==> src/rtl/jts_pkg.sv <==
`timescale 1ns / 1ps
// shared types, register codes and constants for the jacobi solver
package jts_pkg;

  localparam int MAX_SIZE_DEF    = 64;
  localparam int VALUE_WIDTH_DEF = 32;
  localparam int CFG_WIDTH       = 13;
  localparam int QUEUE_DEPTH     = 4;

  localparam logic [1:0] REG_PROBLEM_SIZE = 2'd0;
  localparam logic [1:0] REG_ITER_LIMIT   = 2'd1;
  localparam logic [1:0] REG_TOL_SHIFT    = 2'd2;

  localparam logic OP_LOAD  = 1'b0;
  localparam logic OP_SOLVE = 1'b1;

  localparam logic [6:0]  PROBLEM_SIZE_RST = 7'd64;
  localparam logic [12:0] ITER_LIMIT_RST   = 13'd5000;
  localparam logic [5:0]  TOL_SHIFT_RST    = 6'd40;

  localparam logic [63:0] ABS_SQ_MAX = 64'd3037000499;
  localparam logic [62:0] RES_MAX    = 63'h7FFF_FFFF_FFFF_FFFF;

  typedef struct packed {
    logic [6:0]  problem_size;
    logic [12:0] iteration_limit;
    logic [5:0]  tolerance_shift;
  } cfg_t;

  typedef struct packed {
    logic        op;
    logic [5:0]  index;
    logic [31:0] rhs_value;
  } item_t;

endpackage

==> src/rtl/jts_item_queue.sv <==
`timescale 1ns / 1ps
// front part: small queue of accepted transactions, head classified as load or solve
module jts_item_queue import jts_pkg::*; (
  input  logic  clk,
  input  logic  rst_n,
  input  logic  push,
  input  item_t in_item,
  output logic  full,
  output logic  head_vld,
  output item_t head_item,
  output logic  head_is_solve,
  input  logic  take
);

  item_t      q_r [QUEUE_DEPTH];
  logic [1:0] wr_ptr_r, wr_ptr_nxt;
  logic [1:0] rd_ptr_r, rd_ptr_nxt;
  logic [2:0] cnt_r, cnt_nxt;
  logic       do_push, do_pop;

  assign full          = (cnt_r == 3'(QUEUE_DEPTH));
  assign head_vld      = (cnt_r != 3'd0);
  assign head_item     = q_r[rd_ptr_r];
  assign head_is_solve = (q_r[rd_ptr_r].op == OP_SOLVE);
  assign do_push       = push && !full;
  assign do_pop        = take && head_vld;

  always_comb begin
    wr_ptr_nxt = do_push ? wr_ptr_r + 2'd1 : wr_ptr_r;
    rd_ptr_nxt = do_pop ? rd_ptr_r + 2'd1 : rd_ptr_r;
    cnt_nxt    = cnt_r + 3'(do_push) - 3'(do_pop);
  end

  always_ff @(posedge clk) begin
    if (!rst_n) begin
      wr_ptr_r <= '0;
      rd_ptr_r <= '0;
      cnt_r    <= '0;
    end else begin
      wr_ptr_r <= wr_ptr_nxt;
      rd_ptr_r <= rd_ptr_nxt;
      cnt_r    <= cnt_nxt;
    end
  end

  always_ff @(posedge clk) begin
    if (do_push) begin
      q_r[wr_ptr_r] <= in_item;
    end
  end

endmodule

==> config.mk <==
export PLATFORM = sky130hd
export DESIGN_NAME = jts_item_queue
export DESIGN_NICKNAME = d
export VERILOG_FILES = /design/src/rtl/jts_pkg.sv /design/src/rtl/jts_item_queue.sv
export SDC_FILE = /design/constraint.sdc
export NUM_CORES = 1
export LEC_CHECK = 0
export BUFFER_PORTS_ARGS = -buffer_cell sky130_fd_sc_hd__buf_4
export CAP_MARGIN = 20
export CORE_AREA = 2 2 109 100
export CTS_CLUSTER_SIZE = 8
export DETAILED_ROUTE_END_ITERATION = 8
export DIE_AREA = 0 0 111 102
export PLACE_DENSITY_LB_ADDON = 0.25
export SETUP_SLACK_MARGIN = 0.3
export SYNTH_ARGS = -nofsm -noshare
export SYNTH_HDL_FRONTEND = slang
export SYNTH_SLANG_ARGS = --single-unit
==> constraint.sdc <==
create_clock -name clk -period 4.4 [get_ports clk]
set_clock_uncertainty 0.1 [all_clocks]
set_input_delay 0.88 -clock clk [delete_from_list [all_inputs] [get_ports clk]]
set_output_delay 0.88 -clock clk [all_outputs]
set_load 0.01 [all_outputs]
# Word-level counts from Yosys, hierarchy flattened
# Memories as Yosys holds them, arrays and structs flattened. A register that Yosys moved wholly into a read port is not among the register bits.
# Cells that the tools add are included.
[word_totals]
out_inout_bits = 42
mem_bits_rw = 156
memories = 1
register_bits = 7
elab_cells = 17
inputBits = 43
[op_classes]
add_sub_neg = 4
reduce_logical = 4
n_mux = 4
n_eq_ne = 1
[mem_list]
columns = ["name", "words", "width", "rd", "rd_clocked_by_memory_dff", "wr", "line", "rtl"]
rows = [
  ["q_r", 4, 39, 1, 1, 1, "jts_item_queue.sv:15", "item_t q_r [QUEUE_DEPTH];"],
]
[op_table]
columns = ["cell", "count"]
rows = [
  ["2-bit by 1-bit adder with 2-bit output, second input constant", 2],
  ["2-bit 2-to-1 mux", 2],
  ["3-bit by 1-bit adder with 3-bit output", 1],
  ["3-bit equality test, second input constant", 1],
  ["3-bit nonzero test", 1],
  ["3-bit by 1-bit subtractor with 3-bit output", 1],
  ["1-bit logical AND", 2],
  ["1-bit 2-to-1 mux", 2],
  ["1-bit logical NOT", 1],
]

# Longest topological paths before layout
# Gate-level depths: netlist of the first run.
[logic_depth]
word_depth = 5
depth_mapped = 12
depth_no_buf = 11

# Worst setup path after synthesis of the first run
# OpenSTA, ideal clock, no wires.
[synth_path]
path_type = "input to register"
from = "input port push"
to = "register cnt_r[2]"
arrival_time_ps = 2424
path_stages = 11
setup_slack_ps = 1761
required_time_ps = 4185
path_cell_list = "nor2b_1 -> buf_2 -> inv_1 -> ha_1 -> inv_1 -> ha_1 -> inv_1 -> fa_1 -> xnor2_1 -> xnor2_1 -> and2_1"
[synth_between]
elab_chain_len = 3
[synth_lines]
columns = ["item", "line", "rtl"]
rows = [
  ["start, declared", "jts_item_queue.sv:6", "input logic push,"],
  ["1-bit logical AND", "jts_item_queue.sv:25", "assign do_push = push && !full;"],
  ["3-bit by 1-bit adder with 3-bit output", "jts_item_queue.sv:31", "cnt_nxt = cnt_r + 3'(do_push) - 3'(do_pop);"],
  ["3-bit by 1-bit subtractor with 3-bit output", "jts_item_queue.sv:31", ""],
  ["end signal, assigned", "jts_item_queue.sv:42", "cnt_r <= cnt_nxt;"],
  ["end, declared", "jts_item_queue.sv:18", "logic [2:0] cnt_r, cnt_nxt;"],
]
# Every way passes these cells.
# A chain may end at the register's enable or synchronous reset.

==> summary.md, run 1 <==
| Metric | Value |
|---|---|
| Dominant register cell in the synthesized netlist | edfxtp_1 |
| Status | finished clean |
| Max VDD drop | between 0.4 and 0.5 mV |
| Leading cell types by total area after synthesis | edfxtp_1, mux4_2, dfxtp_1 |
| Final Net Count | 396 |
| Final worst setup slack | roughly 1.3 ns |
| Setup WS pre-CTS | between 1 and 1.5 ns |
| Required time of the critical path | about 3.4 ns |
| HPWL after detailed placement | between 5000 and 6000 µm |
| Count of distinct cell types in the synthesized netlist | 19 |
| Final std cells w/o fill | roughly 500 |
| Pin count of the biggest net entering global routing | 40 |
| Total power after layout | approximately 4.3 mW |
| Part of the power in combinational logic | between 20% and 30% |
| Share of synthesized registers carrying an async set or reset | 0% |
| Most common cell in the netlist | edfxtp_1 |
| Setup violators final | 0 |
| Unrepaired setup endpoints after global routing | no |
| Slew HR | roughly 30% |
| Area share of the largest cell type after synthesis | approximately three quarters |
| Die width | about 110 µm |
| Total setup buffers inserted after CTS | 0 |
| Residual DRC count | 0 |
| Number of hold buffers added after cts | 0 |
| Clk_lat worst skew | about 0.4 ns |
| Final worst hold slack | 0.4038 ns |
| Number of storage elements in the synthesis netlist | about 170 |
| Fraction of layout cells with a size suffix above 1 | 44.97% |
| Worst hold start | wr_ptr_r[1] |
| Reg-to-reg endpoint | cnt_r[2] |
| CP cell instances | mux4_2 > buf_4 |
| Max-slew violation count | 0 |
| Largest area contributor in the netlist | edfxtp_1 |
| Minimum setup slack among reg-to-reg paths | 1.76 ns |
| Placed cell area | 6834 µm² |
| H-tree levels | 4 |
| Bufs on Longest Clock Path | 2 |
| Die height | around 100 µm |
| Path type of the worst setup path | reg2out |
| Area added between synthesis and finish | 21.81% |
| Synthesized-area fraction occupied by and/or/nand/nor cells | 1.681% |
| Cts bufs inserted | 17 |
| Remaining antenna violation count after routing | 0 |
| Number of synthesized flops with an enable pin | ~160 |
| Worst-Margin Slew | roughly 1.1 ns |
| Critical Path Source Type | register |
| Synth Cell Area | just over 6000 µm² |
| Data arrival time at the worst-slack endpoint | between 2 and 2.5 ns |
| Std-Cell Rows | 35 |
| Xor/xnor share of the synthesized area | 0.5740% |
| Via count of the routed design | around 2,800 |
| Final Cell Area | about 7400 µm² |
| Synth Area in Adders | between 1.5 and 2% |
| Vias in the first global route | around 2,900 |
| Setup crit end kind | output port |
| Post-layout utilization of the core | between 70% and 80% |
| Crit path buf inv count | 1 |
| Time the final worst path needs with I/O delays and setup | about 3.1 ns |
| Startpoint of the worst-slack reg-to-reg timing path | cnt_r[1] |
| Routability congestion estimate | slightly above 0.7 |
| Clock transition at path regs | 0.06 ns |
| Power Dens Cells | 583.8 nW/µm² |
| Stage delay of the slowest cell on the critical path | 0.87 ns |
| Fmax | ~0.32 GHz |
| Resized cells post-CTS | 0 |
| Total length of routed wires | just under 10,000 µm |
| Filler Cell Count | just under 600 |
| Share of the synthesized area in compound gates (AO/OA/AOI/OAI) | less than 1% |
| Part of the Yosys area used for sequential elements | approximately 80% |
| Syn Inst Count | approximately 250 |
| Cell internal power dissipation | 3.228 mW |
| Timing endpoint of the critical path | head_item[14] |
| CTS Sinks | approximately 170 |
| Ant. Diodes | 0 |
| Drt via density | between 5 and 6 |
| Dominant combinational cell family by area after synthesis | multiplexers |
| Share of synthesized area spent on multiplexers | approximately 15% |
| Top Ports | 85 |
| Number of optimization iterations in the first detailed-route pass | 6 |
| Number of hold-slack violations in the final timing report | 0 |
| TritonCTS clock tree | yes |
| Total congestion overflow after global routing | 0 |
| Global Route Usage Sum | between 10% and 20% |
| I/O Buffers | 84 |
| Net load switching power | 1.112 mW |
| Cells on Worst Hold Path | 2 |
| Switching power share of the total | between 20% and 30% |
| Starting DRC count in detailed routing | approximately 150 |
| Slowest cell on crit path | dfxtp_4 |
| Final period util | between 70 and 80% |
| Clock root buffer master | clkbuf_16 |
| Area of the die | 11,320 µm² |
| Part of the power in registers | 47.8% |
| Tightest Hold Check Type | reg2reg |
| CP Depth | 2 |
| Number of instances in the placed design | about 450 |
| Top Family by Delay on Critical Path | flip-flops |
| WL per Instance | a little over 20 µm |
| Ys Warns | 0 |
| Max capacitance violation total | 0 |
| Post-synthesis area per instance | ~24 µm² |
| Post-Route Setup TNS | 0 ns |
| First-pass GRT wire length | 15,450 µm |
| Total leakage power | around 2.5 nW |
| Post-synth top cells | edfxtp_1, mux4_2, dfxtp_1 |
| Nets in the synthesized netlist | just over 300 |
| Core region area | approximately 10,000 µm² |
| Number of cell instances on the worst register-to-register path | 11 |
| Largest fanout on the critical path | 39 |
| Starting Density | 60.33% |
| Number of antenna violations at the first check in global routing | 0 |
| Clock network fraction of total power | between 30% and 40% |
[placed cells by master, fill, tap and decap left out]
master | Yosys | routed
nor2b_1 | 4 | 4
clkinvlp_4 | 0 | 5
buf_16 | 0 | 1
nor3b_2 | 1 | 1
clkinv_4 | 0 | 2
inv_6 | 0 | 4
dfxtp_1 | 9 | 7
mux4_2 | 39 | 39
o311ai_1 | 1 | 1
clkbuf_1 | 3 | 1
clkinv_1 | 0 | 1
dfxtp_2 | 0 | 1
edfxtp_1 | 156 | 156
and2_1 | 7 | 3
buf_4 | 3 | 84
fa_1 | 1 | 1
o31a_1 | 1 | 1
nand2_1 | 4 | 4
mux2i_1 | 2 | 2
bufinv_16 | 0 | 1
dfxtp_4 | 0 | 1
clkbuf_16 | 0 | 17
inv_1 | 5 | 5
and2_2 | 0 | 4
xnor2_1 | 4 | 4
buf_12 | 0 | 1
or3_1 | 1 | 1
ha_1 | 6 | 6
[cell type report]
cell class,instances,area (µm²),area share (%)
Clock buffer,18,429.2,5.772
Clock inverter,13,123.9,1.666
Inverter,5,18.77,0.2524
Multi-Input combinational cell,71,1154,15.52
Sequential cell,165,4870,65.50
Tap cell,129,161.4,2.171
Timing Repair Buffer,86,678.2,9.122
[per-layer routing]
layer  track usage, %  part of all wire (%)  routed length, µm  vias up
met5                0                     0                  0        -
met4            6.635                  0.58                 57        0
met3            6.228                   5.2                516        5
met2            30.53                    50               4904       82
met1            24.61                    44               4359     1442
li1                 -                     -                  -     1233
[worst min path at each step]
stage / to / slack, ns
floorplan: wr_ptr_r[1] / 0.37
global placement: wr_ptr_r[1] / 0.39
detailed placement: wr_ptr_r[1] / 0.40
CTS: wr_ptr_r[1] / 0.41
global route: wr_ptr_r[1] / 0.44
finish: wr_ptr_r[1] / 0.40
[power by group through the flow]
stage | logic, mW | clock network, mW | registers (mW)
6_report | 0.911 | 1.36 | 2.07
5_1_grt | 0.974 | 1.45 | 2.10
4_1_cts | 0.912 | 1.39 | 2.09
3_5_place_dp | 0.904 | 0 | 2.12
3_3_place_gp | 0.889 | 0 | 2.11
2_1_floorplan | 0.638 | 0 | 1.98
[tightest hold or removal path: stages (launching register included)]
cell and delay, ns:
dfxtp_1 0.33, nand2_1 0.06, mux2i_1 0.06
[registers in the layout, summed over array words and instances, names as in the netlist, named ones only]
name / flops
q_r: 156
rd_ptr_r: 2
cnt_r: 3
wr_ptr_r: 2
[logic make-up (layout without fill, tap and decap cells)]
kind of cell    Yosys count  count (layout)
buf+inv                  16             122
xor+xnor                  4               4
flops                   165             165
compound gates            2               2
mux                      41              41
fa+ha+maj                 7               7
simple gates             17              17
Power figures use the tool's default switching activity.
==> run 2, diff against run 1 <==
--- a/config.mk
+++ b/config.mk
@@ -7,10 +7,10 @@
 export LEC_CHECK = 0
 export BUFFER_PORTS_ARGS = -buffer_cell sky130_fd_sc_hd__buf_4
 export CAP_MARGIN = 20
-export CORE_AREA = 2 2 109 100
+export CORE_AREA = 2 2 119 109
 export CTS_CLUSTER_SIZE = 8
 export DETAILED_ROUTE_END_ITERATION = 8
-export DIE_AREA = 0 0 111 102
+export DIE_AREA = 0 0 121 111
 export PLACE_DENSITY_LB_ADDON = 0.25
 export SETUP_SLACK_MARGIN = 0.3
 export SYNTH_ARGS = -nofsm -noshare
==> constraint.sdc (replaced) <==
create_clock -name clk -period 2.65 [get_ports clk]
set_clock_uncertainty 0.1 [all_clocks]
set_input_delay 0.53 -clock clk [delete_from_list [all_inputs] [get_ports clk]]
set_output_delay 0.53 -clock clk [all_outputs]
set_load 0.01 [all_outputs]
==> run 2 against run 1 <==
- via count increased by 1.1%
- critical path depth rose by 1
- count of clock-buffer cells in the layout grew 1
- global-route usage shrank 2.6 points
- largest power group unchanged
- worst hold slack worse by 0.19 ns
- non-clock buffer count is 15 higher
- first-iteration DRC count shrank 9.2%
==> summary.md, run 2 (same netlist as run 1, synthesis figures left out) <==
| Metric | Value |
|---|---|
| Clk_lat worst skew | between 0.4 and 0.5 ns |
| I/O Buffers | 84 |
| Required time of the critical path | ~2 ns |
| Total leakage power | 2.624 nW |
| Path type of the worst setup path | reg2out |
| Residual DRC count | 0 |
| Number of hold-slack violations in the final timing report | 0 |
| Setup violators final | 0 |
| First-pass GRT wire length | between 15,000 and 20,000 µm |
| Clock root buffer master | clkbuf_16 |
| Die width | 121 µm |
| Pin count of the biggest net entering global routing | 21 |
| Total length of routed wires | 10,030 µm |
| Number of optimization iterations in the first detailed-route pass | 4 |
| Setup crit end kind | output port |
| Number of hold buffers added after cts | 0 |
| Clock transition at path regs | 0.06 ns |
| Drt via density | a little over 5 |
| Fmax | around 0.43 GHz |
| Starting DRC count in detailed routing | ~140 |
| Filler Cell Count | between 800 and 900 |
| Slew HR | about 80% |
| Largest registers ranked by flip-flop count | q_r (156), cnt_r (3) |
| Area of the die | between 10,000 and 15,000 µm² |
| Setup WS pre-CTS | around 0.28 ns |
| Starting Density | a little under 50% |
| Area added between synthesis and finish | 24.64% |
| Via count of the routed design | ~2,800 |
| Max-slew violation count | 0 |
| Largest fanout on the critical path | 10 |
| Die height | roughly 110 µm |
| Critical Path Source Type | register |
| Stage delay of the slowest cell on the critical path | approximately 0.54 ns |
| Total power after layout | between 7 and 8 mW |
| Cts bufs inserted | 17 |
| Bufs on Longest Clock Path | 2 |
| Vias in the first global route | ~3,000 |
| Final period util | between 80% and 90% |
| Time the final worst path needs with I/O delays and setup | between 2 and 2.5 ns |
| Placed cell area | 7000 µm² |
| Power Dens Cells | ~960 nW/µm² |
| Register with the most flip-flops | q_r |
| Final worst setup slack | 0.2987 ns |
| CTS Sinks | around 170 |
| Std-Cell Rows | 39 |
| Tightest Hold Check Type | in2reg |
| Footprint of the multi-input gates | ~1200 µm² |
| Status | finished clean |
| Number of antenna violations at the first check in global routing | 0 |
| Final worst hold slack | ~0.21 ns |
| TritonCTS clock tree | yes |
| Routability congestion estimate | approximately 0.73 |
| Unrepaired setup endpoints after global routing | yes |
| Global Route Usage Sum | between 10% and 20% |
| CP cell instances | buf_12 > mux4_2 > buf_4 |
| Number of flip-flops under the largest register name | between 150 and 200 |
| Fraction of layout cells with a size suffix above 1 | between 40% and 50% |
| Remaining antenna violation count after routing | 0 |
| Data arrival time at the worst-slack endpoint | around 1.7 ns |
| Storage cell area | approximately 4900 µm² |
| Top Ports | 85 |
| Max VDD drop | approximately 0.66 mV |
| Max capacitance violation total | 0 |
| Commonest non-fill, non-tap cells in the layout | edfxtp_1, buf_4, mux4_2 |
| Worst-Margin Slew | slightly above 0.3 ns |
| HPWL after detailed placement | roughly 6200 µm |
| Core region area | approximately 12,000 µm² |
| Final Net Count | 411 |
| Most common cell after layout, fill and taps aside | edfxtp_1 |
| Total congestion overflow after global routing | 0 |
| Post-Route Setup TNS | 0 ns |
| Slowest cell on crit path | mux4_2 |
| Ant. Diodes | 0 |
| H-tree levels | 4 |
| Final Cell Area | approximately 7600 µm² |
| WL per Instance | 18.64 µm |
[run 2: cell types whose count changed in the layout (fill, tap and decap cells not counted), sizes merged]
cell and change:
buf +14, bufinv +1, clkbuf +2, clkinv +7, clkinvlp -4, inv -4
[run 2: final cells by class]
cell class | count | share of cell area (%)
Sequential cell | 165 | 64.06
Multi-Input combinational cell | 71 | 15.16
Timing Repair Buffer | 101 | 10.62
Clock buffer | 19 | 5.691
Tap cell | 164 | 2.697
Clock inverter | 13 | 1.513
Inverter | 5 | 0.2467
[run 2: per-stage QoR]
| stage | utilization [%] | std cells |
|---|---|---|
| global placement | 56.70 | 502 |
| detailed placement | 56.70 | 502 |
| CTS | 61.35 | 537 |
| floorplan | - | 252 |
| finish | 61.62 | 538 |
| global route | 61.62 | 538 |
[run 2: path summary, 6_finish.rpt]
check	from	to	slack, ns	cells after the start
max	register	head_item[0]	0.30	3
min	in_item[22]	q_r[1][22]	0.21	1
min reg2reg	wr_ptr_r[1]	wr_ptr_r[1]	0.41	2
max reg2reg	cnt_r[2]	cnt_r[2]	0.41	11
[run 2: critical path: cells and delay by family (launching register included)]
kind,cells,cell delay [ns]
buf+inv,2,0.33
mux,1,0.54
flops,1,0.42
[run 2: power breakdown]
group	internal, mW	total, mW	switching (mW)
sequential	3.17	3.29	0.123
combinational	0.998	1.79	0.790
clock	1.36	2.24	0.881
total	5.53	7.33	1.79
[run 2: routing by layer]
layer / GRT usage, % / part of all wire, %
met1: 19.54 / 41
met2: 26.93 / 52
met3: 5.864 / 5.4
met4: 6.047 / 0.80
met5: 0 / 0
[run 2: what timing repair did]
action | in CTS | in global routing
gates cloned | 0 | 1
endpoints found under the setup margin | 33 | 36
gates resized for setup | 1 | 3
buffers inserted | 3 | 0
